### src/rtl/scee_pkg.sv
// Shared types, constants and helpers for the switch change event encoder.
`default_nettype none

package scee_pkg;

    localparam logic [7:0] PORT_D_MASK   = 8'h3F;
    localparam logic [7:0] PORT_B_MASK   = 8'h0C;
    localparam int         PORT_B_SHIFT  = 4;
    localparam logic [5:0] CODE_MAKE     = 6'h10;
    localparam logic [5:0] CODE_BREAK    = 6'h20;
    localparam logic [7:0] WORD_ALL_ONES = 8'hFF;
    localparam int         QUEUE_DEPTH_DEFAULT = 2;

    typedef struct packed {
        logic [7:0] word;
        logic [7:0] delta;
    } scee_entry_t;

    function automatic logic [7:0] assemble_word(input logic [7:0] pd, input logic [7:0] pb);
        assemble_word = (pd & PORT_D_MASK) | ((pb & PORT_B_MASK) << PORT_B_SHIFT);
    endfunction

endpackage

`default_nettype wire

### src/rtl/scee_front.sv
// Front end: accept samples, assemble the switch word and queue changed words.
`default_nettype none

module scee_front
    import scee_pkg::*;
(
    input  wire logic        clk,
    input  wire logic        rst_n,
    input  wire logic        in_valid,
    output logic             in_stall,
    input  wire logic [7:0]  port_d_pins,
    input  wire logic [7:0]  port_b_pins,
    input  wire logic        queue_full,
    output logic             push,
    output scee_entry_t      push_entry
);

    logic [7:0] prev_word_reg;
    logic [7:0] prev_word_next;
    logic [7:0] word;
    logic       accept;

    assign word     = assemble_word(port_d_pins, port_b_pins);
    assign in_stall = queue_full;
    assign accept   = in_valid && !queue_full;

    assign push_entry.word  = word;
    assign push_entry.delta = word ^ prev_word_reg;
    assign push             = accept && (push_entry.delta != 8'd0);

    assign prev_word_next = accept ? word : prev_word_reg;

    always_ff @(posedge clk or negedge rst_n)
    begin
        if (!rst_n)
        begin
            prev_word_reg <= WORD_ALL_ONES;
        end
        else
        begin
            prev_word_reg <= prev_word_next;
        end
    end

endmodule

`default_nettype wire

### src/rtl/scee_queue.sv
// Short FIFO of changed switch words between front and back end.
`default_nettype none

module scee_queue
    import scee_pkg::*;
#(
    parameter int DEPTH = QUEUE_DEPTH_DEFAULT
)
(
    input  wire logic         clk,
    input  wire logic         rst_n,
    input  wire logic         push,
    input  wire scee_entry_t  push_entry,
    output logic              full,
    input  wire logic         pop,
    output scee_entry_t       pop_entry,
    output logic              empty
);

    localparam int PTR_W = (DEPTH > 1) ? $clog2(DEPTH) : 1;
    localparam int CNT_W = $clog2(DEPTH + 1);
    localparam logic [PTR_W-1:0] PTR_LAST = PTR_W'(DEPTH - 1);
    localparam logic [CNT_W-1:0] CNT_FULL = CNT_W'(DEPTH);

    scee_entry_t      mem_reg [DEPTH];
    logic [PTR_W-1:0] wr_ptr_reg;
    logic [PTR_W-1:0] wr_ptr_next;
    logic [PTR_W-1:0] rd_ptr_reg;
    logic [PTR_W-1:0] rd_ptr_next;
    logic [CNT_W-1:0] count_reg;
    logic [CNT_W-1:0] count_next;
    logic             do_push;
    logic             do_pop;

    assign full      = (count_reg == CNT_FULL);
    assign empty     = (count_reg == '0);
    assign do_push   = push && !full;
    assign do_pop    = pop && !empty;
    assign pop_entry = mem_reg[rd_ptr_reg];

    always_comb
    begin
        wr_ptr_next = wr_ptr_reg;
        rd_ptr_next = rd_ptr_reg;
        count_next  = count_reg;
        if (do_push)
        begin
            wr_ptr_next = (wr_ptr_reg == PTR_LAST) ? '0 : wr_ptr_reg + PTR_W'(1);
        end
        if (do_pop)
        begin
            rd_ptr_next = (rd_ptr_reg == PTR_LAST) ? '0 : rd_ptr_reg + PTR_W'(1);
        end
        if (do_push && !do_pop)
        begin
            count_next = count_reg + CNT_W'(1);
        end
        else if (do_pop && !do_push)
        begin
            count_next = count_reg - CNT_W'(1);
        end
    end

    always_ff @(posedge clk or negedge rst_n)
    begin
        if (!rst_n)
        begin
            wr_ptr_reg <= '0;
            rd_ptr_reg <= '0;
            count_reg  <= '0;
        end
        else
        begin
            wr_ptr_reg <= wr_ptr_next;
            rd_ptr_reg <= rd_ptr_next;
            count_reg  <= count_next;
        end
    end

    always_ff @(posedge clk)
    begin
        if (do_push)
        begin
            mem_reg[wr_ptr_reg] <= push_entry;
        end
    end

endmodule

`default_nettype wire

### src/rtl/scee_back.sv
// Back end: serialize changed bits into make/break events, lowest bit first.
`default_nettype none

module scee_back
    import scee_pkg::*;
(
    input  wire logic         clk,
    input  wire logic         rst_n,
    input  wire logic         queue_empty,
    input  wire scee_entry_t  queue_entry,
    output logic              pop,
    output logic              out_valid,
    input  wire logic         out_stall,
    output logic [5:0]        event_code,
    output logic [3:0]        key_number,
    output logic              released,
    output logic [7:0]        pressed_mask,
    output logic              last_event
);

    logic [7:0] pending_reg;
    logic [7:0] pending_next;
    logic [7:0] word_reg;
    logic [7:0] word_next;
    logic       out_valid_reg;
    logic       out_valid_next;
    logic [5:0] event_code_reg;
    logic [3:0] key_number_reg;
    logic       released_reg;
    logic [7:0] pressed_mask_reg;
    logic       last_event_reg;

    logic [7:0] low_bit;
    logic [7:0] remaining;
    logic [3:0] key;
    logic       up;
    logic       is_last;
    logic       advance;

    assign low_bit   = pending_reg & (~pending_reg + 8'd1);
    assign remaining = pending_reg & ~low_bit;
    assign is_last   = (remaining == 8'd0);
    assign up        = |(low_bit & word_reg);
    assign advance   = (pending_reg != 8'd0) && (!out_valid_reg || !out_stall);
    assign pop       = !queue_empty && ((pending_reg == 8'd0) || (advance && is_last));

    always_comb
    begin
        key = 4'd0;
        for (int i = 0; i < 8; i++)
        begin
            if (low_bit[i])
            begin
                key = 4'(i + 1);
            end
        end
    end

    always_comb
    begin
        pending_next = pending_reg;
        word_next    = word_reg;
        if (pop)
        begin
            pending_next = queue_entry.delta;
            word_next    = queue_entry.word;
        end
        else if (advance)
        begin
            pending_next = remaining;
        end
        if (advance)
        begin
            out_valid_next = 1'b1;
        end
        else
        begin
            out_valid_next = out_valid_reg && out_stall;
        end
    end

    always_ff @(posedge clk or negedge rst_n)
    begin
        if (!rst_n)
        begin
            pending_reg   <= 8'd0;
            out_valid_reg <= 1'b0;
        end
        else
        begin
            pending_reg   <= pending_next;
            out_valid_reg <= out_valid_next;
        end
    end

    always_ff @(posedge clk)
    begin
        word_reg <= word_next;
        if (advance)
        begin
            event_code_reg   <= (up ? CODE_BREAK : CODE_MAKE) | {2'b00, key};
            key_number_reg   <= key;
            released_reg     <= up;
            pressed_mask_reg <= ~word_reg;
            last_event_reg   <= is_last;
        end
    end

    assign out_valid    = out_valid_reg;
    assign event_code   = event_code_reg;
    assign key_number   = key_number_reg;
    assign released     = released_reg;
    assign pressed_mask = pressed_mask_reg;
    assign last_event   = last_event_reg;

endmodule

`default_nettype wire

### src/rtl/switch_change_event_encoder_top.sv
// Top level of the switch change event encoder.
//
// Input channel (in_valid / in_stall): one transaction carries one sample of
// port_d_pins and port_b_pins. Switches 1..6 are port D bits 0..5, switches
// 7..8 are port B bits 2..3, all active low.
// Output channel (out_valid / out_stall): one transaction per changed switch,
// lowest key first, with event_code (0x10 + key on make, 0x20 + key on break),
// key_number, released, pressed_mask and last_event on the final event.
// A sample that changes nothing produces no transaction.
// The first event of a sample passes the change queue, the pending register
// and the output register. Throughput: one event per cycle from the serializer
// while out_stall is low, so a sample with n changed switches (at most 8)
// gives n events; a new sample is accepted every cycle while the change queue
// has room. Reset clears the queue and the output valid flag and sets the kept
// switch word to all ones (all released). When the receiver stalls, the output
// register holds its transaction; the queue then fills and in_stall rises.
`default_nettype none

module switch_change_event_encoder_top
    import scee_pkg::*;
#(
    parameter int QUEUE_DEPTH = QUEUE_DEPTH_DEFAULT
)
(
    input  wire logic        clk,
    input  wire logic        rst_n,
    input  wire logic        in_valid,
    output logic             in_stall,
    input  wire logic [7:0]  port_d_pins,
    input  wire logic [7:0]  port_b_pins,
    output logic             out_valid,
    input  wire logic        out_stall,
    output logic [5:0]       event_code,
    output logic [3:0]       key_number,
    output logic             released,
    output logic [7:0]       pressed_mask,
    output logic             last_event
);

    logic        push;
    scee_entry_t push_entry;
    logic        queue_full;
    logic        queue_empty;
    logic        pop;
    scee_entry_t pop_entry;

    scee_front u_front (
        .clk         (clk),
        .rst_n       (rst_n),
        .in_valid    (in_valid),
        .in_stall    (in_stall),
        .port_d_pins (port_d_pins),
        .port_b_pins (port_b_pins),
        .queue_full  (queue_full),
        .push        (push),
        .push_entry  (push_entry)
    );

    scee_queue #(
        .DEPTH (QUEUE_DEPTH)
    ) u_queue (
        .clk        (clk),
        .rst_n      (rst_n),
        .push       (push),
        .push_entry (push_entry),
        .full       (queue_full),
        .pop        (pop),
        .pop_entry  (pop_entry),
        .empty      (queue_empty)
    );

    scee_back u_back (
        .clk          (clk),
        .rst_n        (rst_n),
        .queue_empty  (queue_empty),
        .queue_entry  (pop_entry),
        .pop          (pop),
        .out_valid    (out_valid),
        .out_stall    (out_stall),
        .event_code   (event_code),
        .key_number   (key_number),
        .released     (released),
        .pressed_mask (pressed_mask),
        .last_event   (last_event)
    );

endmodule

`default_nettype wire

### config.mk
export PLATFORM = sky130hd
export DESIGN_NAME = switch_change_event_encoder_top
export DESIGN_NICKNAME = d
export VERILOG_FILES = /design/src/rtl/scee_pkg.sv /design/src/rtl/scee_front.sv /design/src/rtl/scee_queue.sv /design/src/rtl/scee_back.sv /design/src/rtl/switch_change_event_encoder_top.sv
export SDC_FILE = /design/constraint.sdc
export NUM_CORES = 1
export LEC_CHECK = 0
export BUFFER_PORTS_ARGS = -buffer_cell sky130_fd_sc_hd__buf_2
export CAP_MARGIN = 20
export CORE_MARGIN = 2
export CORE_UTILIZATION = 57
export DETAILED_ROUTE_END_ITERATION = 8
export PLACE_DENSITY = 0.78
export SYNTH_ARGS = -nofsm -noshare
export SYNTH_HDL_FRONTEND = slang
export SYNTH_SLANG_ARGS = --single-unit
### constraint.sdc
create_clock -name clk -period 2.9 [get_ports clk]
set_input_delay 0.145 -clock clk [delete_from_list [all_inputs] [get_ports clk]]
set_output_delay 0.145 -clock clk [all_outputs]
set_load 0.02 [all_outputs]
* After elaboration in Yosys (flattened, before gate mapping) *
Memories as Yosys holds them, arrays and structs flattened.
Cells that the tools add are included.

word-level totals
  memory bits (read-only) = 0
  memory bits (writable) = 32
  input port bits = 20
  memories kept = 1
  flip-flop bits (word level) = 49
  bits in latches = 0

operators by class
  add/subtract/negate cells = 5
  equality and inequality tests = 1
  divide/modulo/power cells = 0
  bitwise logic cells = 9
  mux-type cells = 18
  reduce and logical (&&, ||, !) cells = 26
  shift-type cells = 0
  $lt $le $gt $ge = 0
  multipliers = 0

memories
  memory           depth  width  read ports  clocked after Yosys merged registers in  write ports  RTL line          RTL
  u_queue.mem_reg  2      16     1           0                                        1            scee_queue.sv:25  scee_entry_t mem_reg [DEPTH];

operators by type and width
  kind                                              number
  two-way mux 4 bit                                 7
  AND 8 bit                                         3
  NOT 8 bit                                         3
  logical NOT 8 bit                                 2
  two-way mux 8 bit                                 2
  nonzero test 8 bit                                2
  logical AND 1 bit                                 10
  adder 8 x 1 -> 8 bit, second input constant       1
  OR 6 x 8 -> 8 bit                                 1
  OR reduction 8 bit                                1
  bitwise XOR 8 bit                                 1
  logical NOT 1 bit                                 6
  two-way mux 1 bit                                 6
  two-way mux 6 bit                                 1
  OR 6 x 4 -> 6 bit                                 1
  two-way mux 2 bit                                 2
  nonzero test 2 bit                                2
  adder 1 bit, second input constant                2
  adder 2 x 1 -> 2 bit, second input constant       1
  equality test 2 bit, second input constant        1
  logical NOT 2 bit                                 1
  logical OR 1 bit                                  2
  subtractor 2 x 1 -> 2 bit, second input constant  1

* Longest topological paths before layout *
Gate-level depths: netlist of the first run.

  word-level depth = 13
  depth in mapped cells = 10

* Modules after synthesis *
Synthesis of the first run repeated with hierarchy kept, for this count alone.

unflattened totals
  cell total of the unflattened synthesis = 256
  area, all modules = 3567.2 µm²

modules (own cells, without submodules)
  module      instances  seq. area each (µm²)  area an instance (µm²)  cells an instance
  scee_back   1          915.9                 1681.6                  149
  scee_queue  1          1061.0                1402.6                  69
  scee_front  1          210.2                 483.0                   38

* Worst setup path after synthesis of the first run *
OpenSTA, ideal clock, no wires.

  path kind = flip-flop to flip-flop
  start = register u_back.pending_reg[4]
  end = register u_queue.count_reg[1]
  arrival = 2.192 ns
  path slack = 0.628 ns
  library setup time = 0.080 ns
  required time = 2.820 ns
  cell stages (with the launch flop) = 11
  path through = dfrtp_1 buf_6 or3_4 nand3b_4 a2111oi_4 o2bb2ai_2 buf_6 ha_1 xor2_1 nor2_1 xnor2_1

between the ends
  word-level cells in the longest chain between the ends = 13

RTL lines
  what                                                     RTL line          RTL
  from (decl)                                              scee_back.sv:21   logic [7:0] pending_reg;
  from (signal assigned)                                   scee_back.sv:91   pending_reg <= pending_next;
  NOT 8 bit                                                scee_back.sv:40   assign low_bit = pending_reg & (~pending_reg + 8'd1);
  adder 8 x 1 -> 8 bit                                     scee_back.sv:40
  AND 8 bit                                                scee_back.sv:40
  NOT 8 bit                                                scee_back.sv:41   assign remaining = pending_reg & ~low_bit;
  AND 8 bit                                                scee_back.sv:41
  logical NOT 8 bit                                        scee_back.sv:42   assign is_last = (remaining == 8'd0);
  logical AND 1 bit                                        scee_back.sv:45   assign pop = !queue_empty && ((pending_reg == 8'd0) || (advance && is_last));
  logical OR 1 bit *                                       scee_back.sv:45
  logical AND 1 bit *                                      scee_back.sv:45
  logical AND 1 bit *                                      scee_queue.sv:38  assign do_pop = pop && !empty;
  logical NOT 1 bit                                        scee_queue.sv:54  if (do_push && !do_pop)
  logical AND 1 bit                                        scee_queue.sv:54
  two-way mux 2 bit or nonzero test 2 bit (tied branches)  n/a
  to (signal assigned)                                     scee_queue.sv:76  count_reg <= count_next;
  to (decl)                                                scee_queue.sv:30  logic [CNT_W-1:0] count_reg;

Mark *: on every way between the ends. The rest lies on a longest branch, timed or not.
A chain may end at the register's enable or synchronous reset.

* Worst setup path after layout of the first run *
  start = register u_back.pending_reg[2]
  end = register u_queue.count_reg[1]

Same word-level chain as after synthesis.

==> results of run 1 <==
cells in the mapped netlist, drive strengths merged (3+ instances only):
| library cell | number |
|---|---|
| edfxtp | 55 |
| mux2 | 16 |
| inv | 15 |
| buf | 14 |
| nor2 | 14 |
| dfrtp | 13 |
| o21ai | 13 |
| a21oi | 10 |
| xor2 | 10 |
| dfstp | 8 |
| mux2i | 8 |
| nand2 | 7 |
| nor3 | 4 |
| clkbuf | 3 |
| nand3 | 3 |
| xnor2 | 3 |
kinds of logic after synthesis:
family / Yosys count / synth area share
DFF: 76 / 0.675
AOI/OAI and AO/OA: 37 / 0.0854
and+or+nand+nor: 37 / 0.0587
buffers and inverters: 32 / 0.0556
muxes: 24 / 0.0804
xor gates and xnor gates: 13 / 0.0375
adders and majority gates: 2 / 0.00695
power breakdown:
part	total [mW]	internal, mW	leakage [nW]	switching (mW)
Clock	0.867	0.484	0.102	0.383
Sequential	2.00	1.72	0.760	0.279
Combinational	1.43	0.590	0.557	0.841
area by class of cell:
type / instances / area [µm²] / share of cell area
flip-flops and latches: 76 / 2190 / 0.602
multi-input cells: 113 / 871 / 0.240
repair buffers: 39 / 213 / 0.0585
clock buffers: 10 / 128 / 0.0351
well taps: 72 / 90.1 / 0.0248
clock inverters: 6 / 88.8 / 0.0244
inverters: 15 / 56.3 / 0.0155
timing repair:
item | 4_1_cts | 5_1_grt
hold buffers | 1 | 0
endpoints found under the hold margin | 13 | 0
resized for setup | 0 | 0
per-stage QoR:
stage / instances / power, mW / utilization
global placement: 314 / 3.39 / 0.619
detailed placement: 314 / 3.45 / 0.619
CTS: 331 / 4.32 / 0.660
global route: 331 / 4.55 / 0.660
finish: 331 / 4.30 / 0.660
floorplan: 221 / 3.16 / -
metal layers:
layer  GRT usage  vias up  routed length, µm
met5           0        -                  0
met4       0.128        0                113
met2       0.275       62               2470
met3      0.0339       10                248
li1            -      863                  -
met1       0.239      822               2240
how the worst max path moves through the flow:
stage	from	endpoint	slack [ns]	cells after the start
floorplan	u_back.pending_reg[4]$_DFFE_PN0P_	u_queue.count_reg[1]$_DFFE_PN0P_	0.63	10
global placement	u_back.pending_reg[4]$_DFFE_PN0P_	u_queue.count_reg[1]$_DFFE_PN0P_	0.71	7
detailed placement	u_back.pending_reg[3]$_DFFE_PN0P_	u_queue.count_reg[1]$_DFFE_PN0P_	0.65	7
CTS	u_back.pending_reg[2]$_DFFE_PN0P_	u_queue.count_reg[1]$_DFFE_PN0P_	0.62	7
global route	u_back.pending_reg[2]$_DFFE_PN0P_	u_queue.count_reg[1]$_DFFE_PN0P_	0.40	8
finish	u_back.pending_reg[2]$_DFFE_PN0P_	u_queue.count_reg[1]$_DFFE_PN0P_	0.59	7
cells in the final DEF (no fill, tap or decap), drive strengths merged, types with 3 or more instances in the layout:
master / instances
mux2: 16
dfstp: 8
dfrtp: 13
edfxtp: 55
o21ai: 13
nor3: 4
nor2: 14
clkbuf: 10
mux2i: 8
a21oi: 10
inv: 15
buf: 38
nand3: 3
xnor2: 3
nand2: 7
xor2: 10
critical path, cell delays in order, from the launching register on:
cell	delay [ns]
dfrtp_1	0.47
nor3_1	0.54
nand3_1	0.20
a211oi_1	0.29
o2bb2ai_2	0.13
ha_1	0.34
nor2_1	0.14
xnor2_1	0.13
==> impl_metrics.toml, run 1 <==
[cells_and_area]
design_area_mm2 = 0.00363
diodes = 0
largest_register_ffs = 32
final_nets = 275
drive_gt1_frac = 0.344
syn_to_final_growth_pct = 12.2
fillers = 410

[routing]
via_count = 1757
via_per_inst = 5.31
first_pass_iters = 4
final_antenna_net_count = 0
first_iter_violations = 144
drc = 0
routedWlPerCell_um = 15.3
routed_wirelength_um = 5070

[timing]
slew_violations = 0
skew_ns = 0.00740
finalHoldViolations = 0
setup-tns-final_ns = 0
setup_ws_ns = 0.586
rsz0062_at_grt = "false"
period_share = 0.798
hold_ws_ns = 0.0237
setup_viol = 0
fmax_ghz = 0.432
slew_headroom = 0.427
tightest_slew_ns = 0.860
period_minus_slack_ns = 2.31

[cts]
tritoncts = "built"
cts_sinks = 76
htree_levels = 3
cts_setup_buffers = 0
root_buffer = "clkbuf_8"
clk_pin_slew_ns = 0.08
numCtsBuffers = 9
clk_latency_ns = 0.34
cts_max_path_buffers = 2

[min_path]
hold_start = "port_d_pins[0]"
holdPathStages = 1
hold_class = "in2reg"
min_to = "u_queue.mem_reg[1][8]$_DFFE_PP_"

[worst_setup_path]
timing.rr.start = "u_back.pending_reg[2]$_DFFE_PN0P_"
crit_required_ns = 3.16
rrSetupSlack_ns = 0.59
cp_max_fo = 8
path_class = "reg2reg"
timing.rr.end = "u_queue.count_reg[1]$_DFFE_PN0P_"
r2r_cells = 7
crit_arrival_ns = 2.58
endpoint_kind = "register"
cp-start-kind = "register"

[status]
status = "completed"

[floorplan]
start_util = 0.588
dieArea_mm2 = 0.00630
coreArea_mm2 = 0.00551
die_w_um = 79.4
std_cell_rows = 27
ios = 42
die_h_um = 79.4

[logic_synthesis]
ys_warn_count = 0
synthTopCellsByArea = "edfxtp_1 (51%), dfrtp_1 (10%), dfstp_2 (6.5%)"
syn_inst = 221
netlist_area_mm2 = 0.00324
synth_edf_count = 55
synthesis.nets = 242
yosysTopAreaCellShare = 0.510
async_flop_share = 0.276
synthFlopType = "edfxtp_1"
synth_area_leader_cell = "edfxtp_1"
ys_seq_elements = 76
syn_avg_cell_area_um2 = 14.7
synth_seq_area_share = 0.675
synth_cell_type_count = 42

[power_and_ir_drop]
power_density_mw_per_mm2 = 1180
peakVddDrop_mv = 0.650
p_leak_nw = 1.42

[flow_run]
cap_violations = 0

[placement]
place.gp.congestion = 0.953
pre_cts_ws_ns = 0.648
dp_hpwl_um = 3430
portBuffers = 33
placed_area_mm2 = 0.00341

[global_routing]
grtUsageTotal = 0.182
grt_max_degree = 22
antenna_found_initial = 0
grt_pass1_vias = 1712
overflow = 0
grt_pass1_wl_um = 8270
Note: power is estimated with default switching activity, not from simulation.
==> run 2: changes to the inputs <==
Settings changed: CORE_UTILIZATION 57 to 51, PLACE_DENSITY 0.78 to 0.74.
Clock period 2.9 ns to 2.01 ns, I/O delays scaled along.
==> impl_metrics.toml, run 2 (synthesized netlist as in run 1, its figures left out) <==
[status]
status = "finished with violations"
violations = "setup timing"

[routing]
drc = 0
final_antenna_net_count = 0
routed_wirelength_um = 5590
via_per_inst = 5.10
first_pass_iters = 4
first_iter_violations = 75
routedWlPerCell_um = 15.4
via_count = 1858

[floorplan]
die_w_um = 83.7
dieArea_mm2 = 0.00700
start_util = 0.519
die_h_um = 83.7
ios = 42
std_cell_rows = 29
coreArea_mm2 = 0.00624

[power_and_ir_drop]
peakVddDrop_mv = 0.814
power_density_mw_per_mm2 = 1650
power_mw = 6.45
p_leak_nw = 1.56

[timing]
slew_violations = 0
tightest_slew_ns = 0.576
setup_ws_ns = -0.0910
setup_viol = 9
slew_headroom = 0.616
skew_ns = 0.00800
finalHoldViolations = 0
period_minus_slack_ns = 2.10
period_share = 1.05
rsz0062_at_grt = "true"
fmax_ghz = 0.476

[cts]
numCtsBuffers = 9
htree_levels = 3
root_buffer = "clkbuf_8"
clk_latency_ns = 0.34
clk_pin_slew_ns = 0.08
cts_max_path_buffers = 2
tritoncts = "built"
cts_setup_buffers = 0
cts_sinks = 76

[cells_and_area]
fillers = 484
diodes = 0
syn_to_final_growth_pct = 20.9
final_common_cell = "edfxtp_1"
layout_common_cells = "edfxtp_1 (55), buf_2 (33), buf_4 (23)"
drive_gt1_frac = 0.397
largest_register_ffs = 32
final_nets = 303

[placement]
portBuffers = 33
place.gp.congestion = 0.848
pre_cts_ws_ns = -0.0534
dp_hpwl_um = 3790

[global_routing]
antenna_found_initial = 0
grt_pass1_vias = 1916
overflow = 0
grt_pass1_wl_um = 9110
grtUsageTotal = 0.171
grt_max_degree = 22

[worst_setup_path]
critPathMaxStageDelay_ns = 0.40
r2r_cells = 8
crit_required_ns = 2.27
crit_arrival_ns = 2.37
crit_slowest_cell = "or3_4"
cp_max_fo = 4
path_class = "reg2reg"
cp_cell_sequence = "or3_4 > nand3b_4 > a2111oi_4 > o2bb2ai_4 > ha_4 > xor2_2 > nor2_1 > xnor2_1"
endpoint_kind = "register"
cp-start-kind = "register"
timing.rr.end = "u_queue.count_reg[1]$_DFFE_PN0P_"
timing.rr.start = "u_back.pending_reg[4]$_DFFE_PN0P_"
rrSetupSlack_ns = -0.09

[flow_run]
cap_violations = 0

[min_path]
hold_class = "in2async"
==> run 2: final cells by class <==
cell class              count  area [µm²]  area share
repair buffers             67         468       0.120
clock buffers              10         128      0.0326
multi-input cells         113         915       0.234
well taps                  77        96.3      0.0246
inverters                  15        56.3      0.0144
clock inverters             6        65.1      0.0166
flip-flops and latches     76        2190       0.559
==> run 2: report_power, final <==
group	internal [mW]	total, mW	switching, mW
logic	1.13	2.55	1.42
registers	2.48	2.78	0.298
clock network	0.576	1.13	0.549
total	4.19	6.45	2.26
==> run 2: repair_timing <==
item | in CTS | in global routing
hold endpoints to repair | 29 | 0
gates resized for setup | 1 | 3
setup endpoints to repair | 25 | 9
hold buffers | 9 | 0
==> run 2: critical path, delay by kind of cell (launching register included) <==
kind | cells | cell delay [ns]
XOR/XNOR | 2 | 0.25
AO/OA/AOI/OAI | 2 | 0.51
AND/OR/NAND/NOR | 3 | 0.70
flip-flops | 1 | 0.39
adder cells (fa/ha/maj) | 1 | 0.18
==> run 2: metrics by stage <==
stage	utilization	setup TNS, ns	area [µm²]	hold WS, ns	cells
6_report	0.627	-0.239	3920	0.253	364
5_1_grt	0.627	-1.06	3920	0.306	364
4_1_cts	0.623	-0.134	3890	0.254	364
3_5_place_dp	0.577	-0.0903	3600	0.0962	339
3_3_place_gp	0.577	-0.0286	3600	0.0849	339
2_1_floorplan	-	-1.69	3250	-0.195	221
==> run 2: worst max path at each step <==
stage / start / end / slack [ns] / cells after the start
finish: u_back.pending_reg[4]$_DFFE_PN0P_ / u_queue.count_reg[1]$_DFFE_PN0P_ / -0.09 / 8
global route: u_back.pending_reg[4]$_DFFE_PN0P_ / u_queue.count_reg[1]$_DFFE_PN0P_ / -0.17 / 8
CTS: u_back.pending_reg[4]$_DFFE_PN0P_ / u_queue.count_reg[1]$_DFFE_PN0P_ / -0.07 / 8
detailed placement: u_back.pending_reg[4]$_DFFE_PN0P_ / u_queue.count_reg[1]$_DFFE_PN0P_ / -0.05 / 8
global placement: u_back.pending_reg[4]$_DFFE_PN0P_ / u_queue.count_reg[1]$_DFFE_PN0P_ / -0.03 / 8
floorplan: u_back.pending_reg[4]$_DFFE_PN0P_ / u_queue.count_reg[1]$_DFFE_PN0P_ / -0.15 / 10
==> run 2: per-layer routing <==
layer	global-route usage	wire length [µm]
met4	0.0704	22
met2	0.294	2900
met5	0	0
met3	0.0564	213
met1	0.198	2450
